`src/design/tsrs_pkg.sv`:
```
// Shared types and constants for the timed step report sequencer.
package tsrs_pkg;

	localparam int TIME_W = 32;	// millisecond time and durations
	localparam int CNT_W  = 5;	// step count register
	localparam int PTR_W  = 5;	// step pointer, below the effective count
	localparam int N_W    = 7;	// transition counter, up to 2*31+2
	localparam int SLOT_W = 4;	// table slot field
	localparam int CFG_IDX_W  = 2;
	localparam int CFG_DATA_W = 64;

	typedef enum logic [1:0] {
		OP_WRITE = 2'd0,
		OP_START = 2'd1,
		OP_STOP  = 2'd2,
		OP_TICK  = 2'd3
	} op_t;

	typedef enum logic [1:0] {
		PH_IDLE = 2'd0,
		PH_HOLD = 2'd1,
		PH_WAIT = 2'd2,
		PH_GAP  = 2'd3
	} phase_t;

	typedef enum logic [1:0] {
		CFG_ACTIVE_STEPS  = 2'd0,
		CFG_ROUND_GAP     = 2'd1,
		CFG_REPEAT_ROUNDS = 2'd2,
		CFG_NEUTRAL_WORD  = 2'd3
	} cfg_idx_t;

	typedef enum logic [2:0] {
		S_IDLE,
		S_EXEC,
		S_READ,
		S_EVAL,
		S_EMIT
	} seq_state_t;

	// result of the shared time compare unit
	typedef struct packed {
		logic              ge;		// elapsed >= phase length
		logic [TIME_W-1:0] rem;		// length - elapsed, valid when !ge
		logic [TIME_W-1:0] next_start;	// phase start + length
	} time_res_t;

endpackage

```
`src/design/timed_step_report_sequencer.sv`:
```
// Top level of the timed step report sequencer: control sequencer, step table and time unit.
//
// Usage: items arrive on the input channel (in_valid/in_ready) with an operation code:
// write a step into the table, start at now_ms, stop, or tick with the current time.
// Every item yields exactly one status transaction on the output channel
// (out_valid/out_ready): report word, changed flag, phase, step, round count and the
// time left in the current phase.
// Registers are written through the cfg channel (cfg_valid/cfg_ready, always ready); the user must
// write them only while no item is in flight, which the block itself does not enforce.
// Steps: execute, table read, one evaluate per phase transition caught up (at most
// 2*count+2) plus a closing evaluate, then the output register load. The evaluate loop
// steps one transition per cycle through the shared time unit and the table RAM's
// registered read port.
// One item is worked at a time; in_ready is high only when the sequencer is idle.
// A finished status waits in the output register, and the next item is taken meanwhile;
// a second status waits in the sequencer until the receiver drains the first.
// Reset: idle, neutral word zero, counters cleared; the table holds nothing defined
// until written.
module timed_step_report_sequencer #(
	parameter int MAX_STEPS = 16,
	parameter int WORD_BITS = 64
) (
	input  logic                             clk,
	input  logic                             arst_n,
	// configuration
	input  logic                             cfg_valid,
	output logic                             cfg_ready,
	input  logic [tsrs_pkg::CFG_IDX_W-1:0]   cfg_index,
	input  logic [tsrs_pkg::CFG_DATA_W-1:0]  cfg_data,
	// input channel
	input  logic                             in_valid,
	output logic                             in_ready,
	input  logic [1:0]                       operation,
	input  logic [tsrs_pkg::TIME_W-1:0]      now_ms,
	input  logic [tsrs_pkg::SLOT_W-1:0]      step_slot,
	input  logic [WORD_BITS-1:0]             step_word,
	input  logic [tsrs_pkg::TIME_W-1:0]      step_hold_ms,
	input  logic [tsrs_pkg::TIME_W-1:0]      step_pause_ms,
	// output channel
	output logic                             out_valid,
	input  logic                             out_ready,
	output logic [WORD_BITS-1:0]             out_word,
	output logic                             word_changed,
	output logic                             active,
	output logic [1:0]                       phase_code,
	output logic [3:0]                       current_step,
	output logic [tsrs_pkg::TIME_W-1:0]      rounds_done,
	output logic [tsrs_pkg::TIME_W-1:0]      remaining_ms
);
	import tsrs_pkg::*;

	localparam int AW      = (MAX_STEPS > 1) ? $clog2(MAX_STEPS) : 1;
	localparam int ENTRY_W = WORD_BITS + 2 * TIME_W;
	localparam int CNT_CAP = (MAX_STEPS > 31) ? 31 : MAX_STEPS;

	// configuration registers
	logic [CNT_W-1:0]     active_steps_q;
	logic [TIME_W-1:0]    round_gap_q;
	logic                 repeat_q;
	logic [WORD_BITS-1:0] neutral_q;

	// latched input transaction
	op_t                  op_q;
	logic [TIME_W-1:0]    now_q;
	logic [SLOT_W-1:0]    slot_q;
	logic [WORD_BITS-1:0] sword_q;
	logic [TIME_W-1:0]    shold_q;
	logic [TIME_W-1:0]    spause_q;

	// sequencer state
	seq_state_t           state_q, state_d;
	logic                 run_q, run_d;
	phase_t               phase_q, phase_d;
	logic [PTR_W-1:0]     ptr_q, ptr_d;
	logic [TIME_W-1:0]    start_q, start_d;
	logic [TIME_W-1:0]    round_q, round_d;
	logic [WORD_BITS-1:0] word_q, word_d;
	logic                 chg_q, chg_d;
	logic                 pend_q, pend_d;	// word of entry at ptr still to be applied
	logic                 loop_q, loop_d;	// tick catch-up still running
	logic [N_W-1:0]       n_q, n_d;	// transitions made by this tick
	logic [TIME_W-1:0]    rem_q, rem_d;
	logic                 ram_we;
	logic                 load_out;

	// output register
	logic                 out_valid_q;
	logic [WORD_BITS-1:0] out_word_q;
	logic                 out_chg_q;
	logic                 out_run_q;
	phase_t               out_phase_q;
	logic [3:0]           out_step_q;
	logic [TIME_W-1:0]    out_round_q;
	logic [TIME_W-1:0]    out_rem_q;

	// table and time unit
	logic [ENTRY_W-1:0]   rd_data;
	logic [WORD_BITS-1:0] rd_word;
	logic [TIME_W-1:0]    rd_hold;
	logic [TIME_W-1:0]    rd_pause;
	logic [TIME_W-1:0]    len;
	time_res_t            tu;
	logic [CNT_W-1:0]     eff;
	logic [N_W-1:0]       limit;
	logic                 slot_ok;
	logic                 in_acc;

	assign cfg_ready = 1'b1;
	assign in_ready  = (state_q == S_IDLE);
	assign in_acc    = in_valid && in_ready;

	// configuration writes
	always_ff @(posedge clk or negedge arst_n) begin
		if (!arst_n) begin
			active_steps_q <= '0;
			round_gap_q    <= '0;
			repeat_q       <= 1'b0;
			neutral_q      <= '0;
		end else if (cfg_valid) begin
			case (cfg_idx_t'(cfg_index))
				CFG_ACTIVE_STEPS:  active_steps_q <= cfg_data[CNT_W-1:0];
				CFG_ROUND_GAP:     round_gap_q    <= cfg_data[TIME_W-1:0];
				CFG_REPEAT_ROUNDS: repeat_q       <= cfg_data[0];
				CFG_NEUTRAL_WORD:  neutral_q      <= cfg_data[WORD_BITS-1:0];
				default: ;
			endcase
		end
	end

	// input transaction capture
	always_ff @(posedge clk) begin
		if (in_acc) begin
			op_q     <= op_t'(operation);
			now_q    <= now_ms;
			slot_q   <= step_slot;
			sword_q  <= step_word;
			shold_q  <= step_hold_ms;
			spause_q <= step_pause_ms;
		end
	end

	// count saturates to the table size, and to 31 at most
	assign eff     = (active_steps_q > CNT_W'(CNT_CAP)) ? CNT_W'(CNT_CAP) : active_steps_q;
	assign limit   = N_W'({eff, 1'b0}) + N_W'(2);
	assign slot_ok = (32'(slot_q) < MAX_STEPS);

	// step table: word, hold, pause per entry; read address follows the next pointer
	tsrs_ram #(
		.WIDTH (ENTRY_W),
		.DEPTH (MAX_STEPS)
	) u_table (
		.clk   (clk),
		.we    (ram_we),
		.waddr (AW'(slot_q)),
		.wdata ({sword_q, shold_q, spause_q}),
		.raddr (AW'(ptr_d)),
		.rdata (rd_data)
	);

	assign rd_word  = rd_data[ENTRY_W-1 -: WORD_BITS];
	assign rd_hold  = rd_data[2*TIME_W-1 -: TIME_W];
	assign rd_pause = rd_data[TIME_W-1:0];

	always_comb begin
		case (phase_q)
			PH_HOLD: len = rd_hold;
			PH_WAIT: len = rd_pause;
			PH_GAP:  len = round_gap_q;
			default: len = TIME_W'(1);
		endcase
	end

	tsrs_time_unit u_time (
		.now_ms   (now_q),
		.start_ms (start_q),
		.len_ms   (len),
		.res      (tu)
	);

	always_ff @(posedge clk or negedge arst_n) begin
		if (!arst_n) begin
			state_q <= S_IDLE;
			run_q   <= 1'b0;
			phase_q <= PH_IDLE;
			ptr_q   <= '0;
			start_q <= '0;
			round_q <= '0;
			word_q  <= '0;
			chg_q   <= 1'b0;
			pend_q  <= 1'b0;
			loop_q  <= 1'b0;
			n_q     <= '0;
			rem_q   <= '0;
		end else begin
			state_q <= state_d;
			run_q   <= run_d;
			phase_q <= phase_d;
			ptr_q   <= ptr_d;
			start_q <= start_d;
			round_q <= round_d;
			word_q  <= word_d;
			chg_q   <= chg_d;
			pend_q  <= pend_d;
			loop_q  <= loop_d;
			n_q     <= n_d;
			rem_q   <= rem_d;
		end
	end

	// sequencer: next state and datapath control
	always_comb begin
		logic [WORD_BITS-1:0] cur_word;
		logic                 cur_chg;
		logic [N_W-1:0]       n_inc;

		state_d  = state_q;
		run_d    = run_q;
		phase_d  = phase_q;
		ptr_d    = ptr_q;
		start_d  = start_q;
		round_d  = round_q;
		word_d   = word_q;
		chg_d    = chg_q;
		pend_d   = pend_q;
		loop_d   = loop_q;
		n_d      = n_q;
		rem_d    = rem_q;
		ram_we   = 1'b0;
		load_out = 1'b0;
		cur_word = word_q;
		cur_chg  = chg_q;
		n_inc    = n_q + N_W'(1);

		case (state_q)
			S_IDLE: begin
				if (in_valid) begin
					state_d = S_EXEC;
				end
			end
			S_EXEC: begin
				n_d    = '0;
				loop_d = 1'b0;
				case (op_q)
					OP_WRITE: ram_we = slot_ok;
					OP_START: begin
						round_d = '0;
						ptr_d   = '0;
						start_d = now_q;
						if (eff == '0) begin
							run_d   = 1'b0;
							phase_d = PH_IDLE;
							pend_d  = 1'b0;
							if (neutral_q != word_q) begin
								word_d = neutral_q;
								chg_d  = 1'b1;
							end
						end else begin
							run_d   = 1'b1;
							phase_d = PH_HOLD;
							pend_d  = 1'b1;	// step 0 word lands in evaluate
							chg_d   = 1'b1;
						end
					end
					OP_STOP: begin
						run_d   = 1'b0;
						phase_d = PH_IDLE;
						ptr_d   = '0;
						pend_d  = 1'b0;
						word_d  = neutral_q;
						chg_d   = 1'b1;
					end
					OP_TICK: loop_d = 1'b1;
					default: ;
				endcase
				state_d = S_READ;
			end
			S_READ: begin
				state_d = S_EVAL;
			end
			S_EVAL: begin
				// apply the word of a step entered on the previous transition
				if (pend_q) begin
					if (rd_word != cur_word) begin
						cur_word = rd_word;
						cur_chg  = 1'b1;
					end
					pend_d = 1'b0;
				end
				if (loop_q && run_q && tu.ge) begin
					// one phase transition
					case (phase_q)
						PH_GAP: begin
							phase_d = PH_HOLD;
							ptr_d   = '0;
							pend_d  = 1'b1;
						end
						default: begin
							if (phase_q == PH_HOLD && rd_pause != '0) begin
								phase_d = PH_WAIT;
								if (neutral_q != cur_word) begin
									cur_word = neutral_q;
									cur_chg  = 1'b1;
								end
							end else if (({1'b0, ptr_q} + 6'd1) < {1'b0, eff}) begin
								phase_d = PH_HOLD;
								ptr_d   = ptr_q + PTR_W'(1);
								pend_d  = 1'b1;
							end else begin
								round_d = round_q + TIME_W'(1);
								ptr_d   = '0;
								if (!repeat_q) begin
									run_d   = 1'b0;
									phase_d = PH_IDLE;
									if (neutral_q != cur_word) begin
										cur_word = neutral_q;
										cur_chg  = 1'b1;
									end
								end else if (round_gap_q != '0) begin
									phase_d = PH_GAP;
									if (neutral_q != cur_word) begin
										cur_word = neutral_q;
										cur_chg  = 1'b1;
									end
								end else begin
									phase_d = PH_HOLD;
									pend_d  = 1'b1;
								end
							end
						end
					endcase
					n_d = n_inc;
					// transition budget used up: resync phase start to now
					if (n_inc >= limit) begin
						start_d = now_q;
						loop_d  = 1'b0;
					end else begin
						start_d = tu.next_start;
					end
				end else begin
					rem_d   = (run_q && !tu.ge) ? tu.rem : '0;
					state_d = S_EMIT;
				end
				word_d = cur_word;
				chg_d  = cur_chg;
			end
			S_EMIT: begin
				if (!out_valid_q || out_ready) begin
					load_out = 1'b1;
					chg_d    = 1'b0;
					state_d  = S_IDLE;
				end
			end
			default: state_d = S_IDLE;
		endcase
	end

	// output register
	always_ff @(posedge clk or negedge arst_n) begin
		if (!arst_n) begin
			out_valid_q <= 1'b0;
		end else if (load_out) begin
			out_valid_q <= 1'b1;
		end else if (out_ready) begin
			out_valid_q <= 1'b0;
		end
	end

	always_ff @(posedge clk) begin
		if (load_out) begin
			out_word_q  <= word_q;
			out_chg_q   <= chg_q;
			out_run_q   <= run_q;
			out_phase_q <= phase_q;
			out_step_q  <= ptr_q[3:0];
			out_round_q <= round_q;
			out_rem_q   <= rem_q;
		end
	end

	assign out_valid    = out_valid_q;
	assign out_word     = out_word_q;
	assign word_changed = out_chg_q;
	assign active       = out_run_q;
	assign phase_code   = out_phase_q;
	assign current_step = out_step_q;
	assign rounds_done  = out_round_q;
	assign remaining_ms = out_rem_q;

endmodule

```
`src/design/tsrs_ram.sv`:
```
// Generic single-write, single-read RAM with registered read data.
module tsrs_ram #(
	parameter int WIDTH = 128,
	parameter int DEPTH = 16
) (
	input  logic                                   clk,
	input  logic                                   we,
	input  logic [(DEPTH > 1 ? $clog2(DEPTH) : 1)-1:0] waddr,
	input  logic [WIDTH-1:0]                       wdata,
	input  logic [(DEPTH > 1 ? $clog2(DEPTH) : 1)-1:0] raddr,
	output logic [WIDTH-1:0]                       rdata
);

	logic [WIDTH-1:0] mem_q [DEPTH];

	always_ff @(posedge clk) begin
		if (we) begin
			mem_q[waddr] <= wdata;
		end
		rdata <= mem_q[raddr];
	end

endmodule

```
`src/design/tsrs_time_unit.sv`:
```
// Shared wrapping-time compare unit: elapsed time, remaining time, next phase start.
module tsrs_time_unit (
	input  logic [tsrs_pkg::TIME_W-1:0] now_ms,
	input  logic [tsrs_pkg::TIME_W-1:0] start_ms,
	input  logic [tsrs_pkg::TIME_W-1:0] len_ms,
	output tsrs_pkg::time_res_t         res
);
	import tsrs_pkg::*;

	logic [TIME_W-1:0] elapsed;

	assign elapsed        = now_ms - start_ms;	// wraps mod 2^32
	assign res.ge         = (elapsed >= len_ms);
	assign res.rem        = len_ms - elapsed;
	assign res.next_start = start_ms + len_ms;

endmodule
```
`config.mk`:
```
export PLATFORM = sky130hd
export DESIGN_NAME = timed_step_report_sequencer
export DESIGN_NICKNAME = d
export VERILOG_FILES = /design/src/design/tsrs_pkg.sv /design/src/design/timed_step_report_sequencer.sv /design/src/design/tsrs_ram.sv /design/src/design/tsrs_time_unit.sv
export SDC_FILE = /design/constraint.sdc
export NUM_CORES = 2
export LEC_CHECK = 0
export ABC_AREA = 1
export BUFFER_PORTS_ARGS = -buffer_cell sky130_fd_sc_hd__buf_2
export CORE_MARGIN = 3
export CORE_UTILIZATION = 36
export DETAILED_ROUTE_END_ITERATION = 16
export PLACE_DENSITY = 0.51
export SYNTH_ARGS = -nofsm -noshare
export SYNTH_HDL_FRONTEND = slang
export SYNTH_SLANG_ARGS = --single-unit
```
`constraint.sdc`:
```
create_clock -name clk -period 13.3 [get_ports clk]
set_clock_uncertainty 0.05 [all_clocks]
set_input_delay 1.995 -clock clk [delete_from_list [all_inputs] [get_ports clk]]
set_output_delay 1.995 -clock clk [all_outputs]
set_load 0.02 [all_outputs]
```
; Word level (Yosys, flattened, before mapping)
; Memory sizes are Yosys's and may differ from the RTL's. A register that Yosys moved wholly into a read port is not among the register bits.
; Cells that the tools add are included.
[op_classes]
add_sub_neg = 8
order_cmp = 4
eq_ne = 32
mux = 89
n_bitwise = 1
n_reduce_logical = 34
[ops]
columns = op, n
row1 = 2-to-1 mux 64 bit, 12
row2 = 2-to-1 mux 32 bit, 9
row3 = case mux 64 bit (2 select lines), 2
row4 = != test 64 bit, 3
row5 = case mux 32 bit (2 select lines), 2
row6 = case mux 32 bit (3 select lines), 1
row7 = nonzero test 32 bit, 2
row8 = subtractor 32 bit, 2
row9 = 2-to-1 mux 1 bit, 36
row10 = adder 32 x 1 -> 32 bit (second input constant), 1
row11 = adder 32 bit, 1
row12 = >= comparator 32 bit, 1
row13 = 2-to-1 mux 5 bit, 6
row14 = != test 2 bit (second input constant), 11
row15 = case mux 3 bit (5 select lines), 1
row16 = case mux 7 bit (2 select lines), 1
row17 = AND reduction 2 bit, 7
row18 = equality test 2 bit (second input constant), 6
row19 = 2-to-1 mux 2 bit, 6
row20 = AND reduction 3 bit, 4
row21 = AND reduction 4 bit, 3
row22 = case mux 1 bit (2 select lines), 5
row23 = case mux 5 bit (2 select lines), 1
row24 = 2-to-1 mux 3 bit, 3
row25 = 29 further kinds, 42
[totals]
reg_bits = 586
mem_bits_rw = 2048
input_bits = 237
out_inout_bits = 139
elab_cells = 200
memories = 1
[mem_list]
columns = memory, words, word_bits, rd, rd_ports_with_merged_regs, wr, line_no
row1 = u_table.mem_q, 16, 128, 1, 1, 1, tsrs_ram.sv:14  ; logic [WIDTH-1:0] mem_q [DEPTH];

; Logic depth before layout (Yosys ltp)
[logic_depth]
depth_word = 13
depth_mapped = 39
ltp_nobuf = 37

; Cells and area by module
; From an unflattened synthesis, not the netlist that was laid out.
[hier_totals]
hier_cells = 12508
hier_area_um2 = 123208.2
[by_module_without_submodules]
columns = mod, n_inst, cells_each, area_each_um2, seq_area_each_um2
row1 = tsrs_ram, 1, 7786, 87617.8, 64061.4
row2 = timed_step_report_sequencer, 1, 3182, 28290.9, 16175.5
row3 = tsrs_time_unit, 1, 1540, 7299.5, 0.0

; Worst setup path before layout
; No wires, ideal clock.
[synth_timing]
path_type = input-to-reg
start = input port in_valid
end = register now_q[0], enable pin
setup_ns = 0.895
t_arrival_ns = 13.156
required_time_ns = 12.355
slack_ns = -0.801
stages = 2
n_path_buf = 0
path_cell_list = inv_1 nor3_1
[synth_between]
elab_chain_cells = 1
[synth_lines]
columns = item, line_no
row1 = from (decl), timed_step_report_sequencer.sv:31  ; input logic in_valid,
row2 = logical AND 1 bit, timed_step_report_sequencer.sv:110  ; assign in_acc = in_valid && in_ready;
row3 = net in_acc, timed_step_report_sequencer.sv:106  ; logic in_acc;
row4 = to (signal assigned), timed_step_report_sequencer.sv:134  ; now_q <= now_ms;
row5 = to (decl), timed_step_report_sequencer.sv:64  ; logic [TIME_W-1:0] now_q;
; The timed path passes the listed nets, and every way through them passes these cells.
; A chain may end at the register's enable or synchronous reset.

; Final worst setup path
[layout_timing]
start = register start_q[0]
end = register u_table.rdata[20] (read register of u_table.mem_q)
[layout_between]
elab_chain_cells = 5
[layout_lines]
columns = item, line_no
row1 = from (decl), timed_step_report_sequencer.sv:75  ; logic [TIME_W-1:0] start_q, start_d;
row2 = from (signal assigned), timed_step_report_sequencer.sv:199  ; start_q <= start_d;
row3 = subtractor 32 bit, tsrs_time_unit.sv:12  ; assign elapsed = now_ms - start_ms;
row4 = >= comparator 32 bit, tsrs_time_unit.sv:13  ; assign res.ge = (elapsed >= len_ms);
row5 = logical AND 1 bit, timed_step_report_sequencer.sv:289  ; if (loop_q && run_q && tu.ge) begin
row6 = 2-to-1 mux 5 bit, timed_step_report_sequencer.sv:289
row7 = case mux 5 bit (2 select lines), timed_step_report_sequencer.sv:234  ; case (state_q)
row8 = to (decl), tsrs_ram.sv:11  ; output logic [WIDTH-1:0] rdata
; Every way passes these cells. The select of a mux whose other input is x is not followed.

==> summary.txt <==
Clock tree
  – TritonCTS Buffers: 314
  – Post-CTS Setup Bufs: 0
  – Clk sinks: 2762
  – CTS resizes: 0
  – CTS Buffer Depth: 4
  – CTS tree: done
  – Clock Latency Late Sink: between 900 and 1000 ps
  – Htree depth: 5
  – Clock root buffer: clkbuf_16
  – Clk slew on worst S/H paths: 60 ps
  – # hold bufs at CTS: 0

Global route
  – Initial antenna violation count: 37
  – Pin count of the biggest net entering global routing: 191
  – Vias in the first global route: 87700
  – First-pass GRT wire length: 627000 um
  – GRT Resource Usage Total: 0.231
  – Congestion Overflow GR: 0

Power and ir drop
  – Reg power frac: 0.394
  – Switch Pwr: between 10 and 15 mW
  – Leakage power: 62.7 nW
  – Clk network pwr share: 0.290
  – VDD IR-drop max: 174 uV
  – Internal Power: 18.4 mW
  – P per Cell Area: 208 mW/mm2
  – Switching Fraction: 0.390
  – Comb pwr share: 0.317

Logic synthesis
  – Top FF cell, synth: edfxtp_1
  – Top cell type's share of synthesized area: 0.548
  – Yosys warnings: 0
  – EDFF count, synth: 2350
  – Mux cell area share after synthesis: 0.000175
  – Biggest area consumer among synthesized cells: edfxtp_1
  – Syn_area_per_cell: 9.61 um2
  – Largest family of logic cells by synthesized area: simple AND/OR/NAND/NOR gates
  – Post-synthesis compound-gate area fraction: 0.0390
  – Post-Syn Instances: about 13000
  – Yosys reg bits: 2762
  – Post-Synth Adder-Cell Area: 0.0114
  – Synth Area in Simple Gates: 0.214
  – XOR/XNOR share of the synthesized area: 0.0157
  – Synth Cell Area: 0.129 mm2
  – Area contributors post-synth: edfxtp_1, nand2_1, inv_1
  – Sequential area share after synthesis: 0.623
  – Asr flop ratio synth: 0.103
  – Yosys cell types: 57

Worst setup path
  – CP endpoint kind: register
  – Crit-path leading delay family: simple AND/OR/NAND/NOR gates
  – Startpoint types: register
  – WP data arrival: ~9000 ps
  – Worst-path maximum fanout: 52
  – Setup CP Type: register to register
  – CP max stage cell: buf_4
  – Crit path required time: 14020 ps
  – Reg2reg path depth: 30
  – Most frequent CP cell: nand2_1
  – Worst path max stage delay: approximately 840 ps
  – Reg2reg end: u_table.rdata[20]
  – Reg-to-reg slack, setup: between 5000 and 6000 ps
  – Worst path bufs/invs: 3
  – Reg2reg start: start_q[0]

Placed design
  – Cell Area, Placed: about 0.13 mm2
  – RD Place Congestion: 0.946
  – DP HPWL: roughly 250000 um
  – # port buffers: 374

Floorplanning
  – Row cnt: 218
  – CORE AREA: 0.354 mm2
  – Die width: 604 um
  – Io pins: 376
  – Die ar.: 0.365 mm2
  – Initial Util: 0.363
  – Die height: 604 um

Finish
  – Final Instance Area: 0.145 mm2
  – Area delta synth->final: 12.8%
  – Layout cells sized above 1: 0.0761
  – Fin nets: 13800
  – FILL cells: 34500

STA
  – Final setup vio count: 0
  – Worst relative slew slack: 0.201
  – Final period util: 0.622
  – Pin slew with the least headroom to its limit: 1200 ps
  – Final min period: 8280 ps
  – Setup TNS: 0 ps
  – Fmax: 121 MHz
  – RSZ-0062 raised after global routing: no
  – Count of pins over their slew limit: 0
  – Final Hold Fails: 0

Drt
  – Via count: 94300
  – Detailed-route wire length: 434000 um
  – Post-route ant nets: 0
  – Vias per cell: 5.11
  – Initial drt markers: ~9400
  – Post-route DRC: 0
  – Drt wl/cell: 23.5 um
  – Pre-Repair DR Iteration Count: 6

Status
  – Status: finished, final reports clean

Worst hold path
  – Hold Crit Class: register to register
  – Worst min-delay path endpoint: remaining_ms[2]
  – Hold depth: 0
  – Hold Path Origin: rem_q[2]

Flow run
  – Max cap viols: 0
registers in the layout (all words and copies together) (netlist names), 5 cells and up:
register        cells
u_table.mem_q    2048
u_table.rdata     128
neutral_q          64
out_word           64
sword_q            64
word_q             64
now_q              32
rem_q              32
remaining_ms       32
round_gap_q        32
round_q            32
rounds_done        32
shold_q            32
spause_q           32
start_q            32
n_q                 7
active_steps_q      5
ptr_q               5
per-stage QoR:
stage          utilization  total power, mW  hold WS (ps)  setup WS (ps)  std cells
2_1_floorplan            -             17.8           374           4170      13400
3_3_place_gp         0.381             21.5           385           5200      17900
3_5_place_dp         0.381             21.4           384           5070      17900
4_1_cts              0.410             30.2           397           5060      18500
5_1_grt              0.410             31.8           413           4420      18500
6_report             0.410             30.1           396           5020      18500
placed cells by master, fill, tap and decap left out, types with 44 or more instances in the layout:
cell type,netlist,layout
a21oi_1,290,290
buf_2,267,373
buf_4,21,133
clkbuf_1,427,86
clkbuf_16,0,322
dfrtp_1,284,282
dfxtp_1,128,128
edfxtp_1,2350,2350
ha_1,113,113
inv_1,2397,2396
nand2_1,3573,3571
nand3_1,1106,1103
nand4_1,1043,1043
nor2_1,388,368
o211ai_1,48,48
o21ai_0,373,373
o22ai_1,44,44
o31ai_1,47,47
xor2_1,192,192
worst max-delay path by stage:
stage / cells after the start / startpoint / endpoint
floorplan: 2 / in_valid / now_q[0]
global placement: 34 / start_q[0] / u_table.rdata[11]
detailed placement: 30 / start_q[0] / u_table.rdata[27]
CTS: 30 / start_q[0] / u_table.rdata[20]
global route: 29 / start_q[2] / u_table.rdata[27]
finish: 30 / start_q[0] / u_table.rdata[20]
Yosys cell counts (192+ instances only):
cell type / n
nand2_1: 3573
inv_1: 2397
edfxtp_1: 2350
nand3_1: 1106
nand4_1: 1043
clkbuf_1: 427
nor2_1: 388
o21ai_0: 373
a21oi_1: 290
dfrtp_1: 284
buf_2: 267
xor2_1: 192
worst reg2reg max path, delay by kind of cell, from the launching register on:
family / cells / cell delay, ps
AO/OA/AOI/OAI: 5 / 1250
XOR/XNOR: 1 / 160
adder cells (fa/ha/maj): 3 / 1000
buffers and inverters: 3 / 2450
flip-flops: 1 / 400
AND/OR/NAND/NOR: 18 / 2880
power groups by stage:
stage	Clock, mW	Combinational (mW)	Sequential [mW]
finish	8.74	9.54	11.9
global route	9.24	10.6	11.9
CTS	8.92	9.48	11.8
detailed placement	0	9.43	12.0
global placement	0	9.45	12.0
floorplan	0	6.68	11.1
final cells by class:
type / count / area, um2 / area share
timing repair buffer: 529 / 3320 / 0.0229
inverter: 2405 / 9050 / 0.0623
tap: 4730 / 5920 / 0.0408
multi-input combinational: 7454 / 36300 / 0.250
antenna: 12 / 30.0 / 0.000207
clock buffer: 445 / 8890 / 0.0612
clock inverter: 136 / 1420 / 0.00975
sequential: 2762 / 80200 / 0.553
logic make-up (layout without fill, tap and decap cells):
group | after synthesis | in the layout
other cells | 1 | 14
simple gates | 6209 | 6209
buf+inv | 3184 | 3515
mux | 2 | 2
xor+xnor | 231 | 231
flops | 2762 | 2762
fa+ha+maj | 116 | 116
compound gates | 894 | 894
per-layer routing:
metal	routed length [um]	GRT usage
met5	128	0
met4	15900	0.0813
met3	29200	0.0349
met2	196000	0.364
met1	193000	0.324
(Power assumes the default switching activity.)
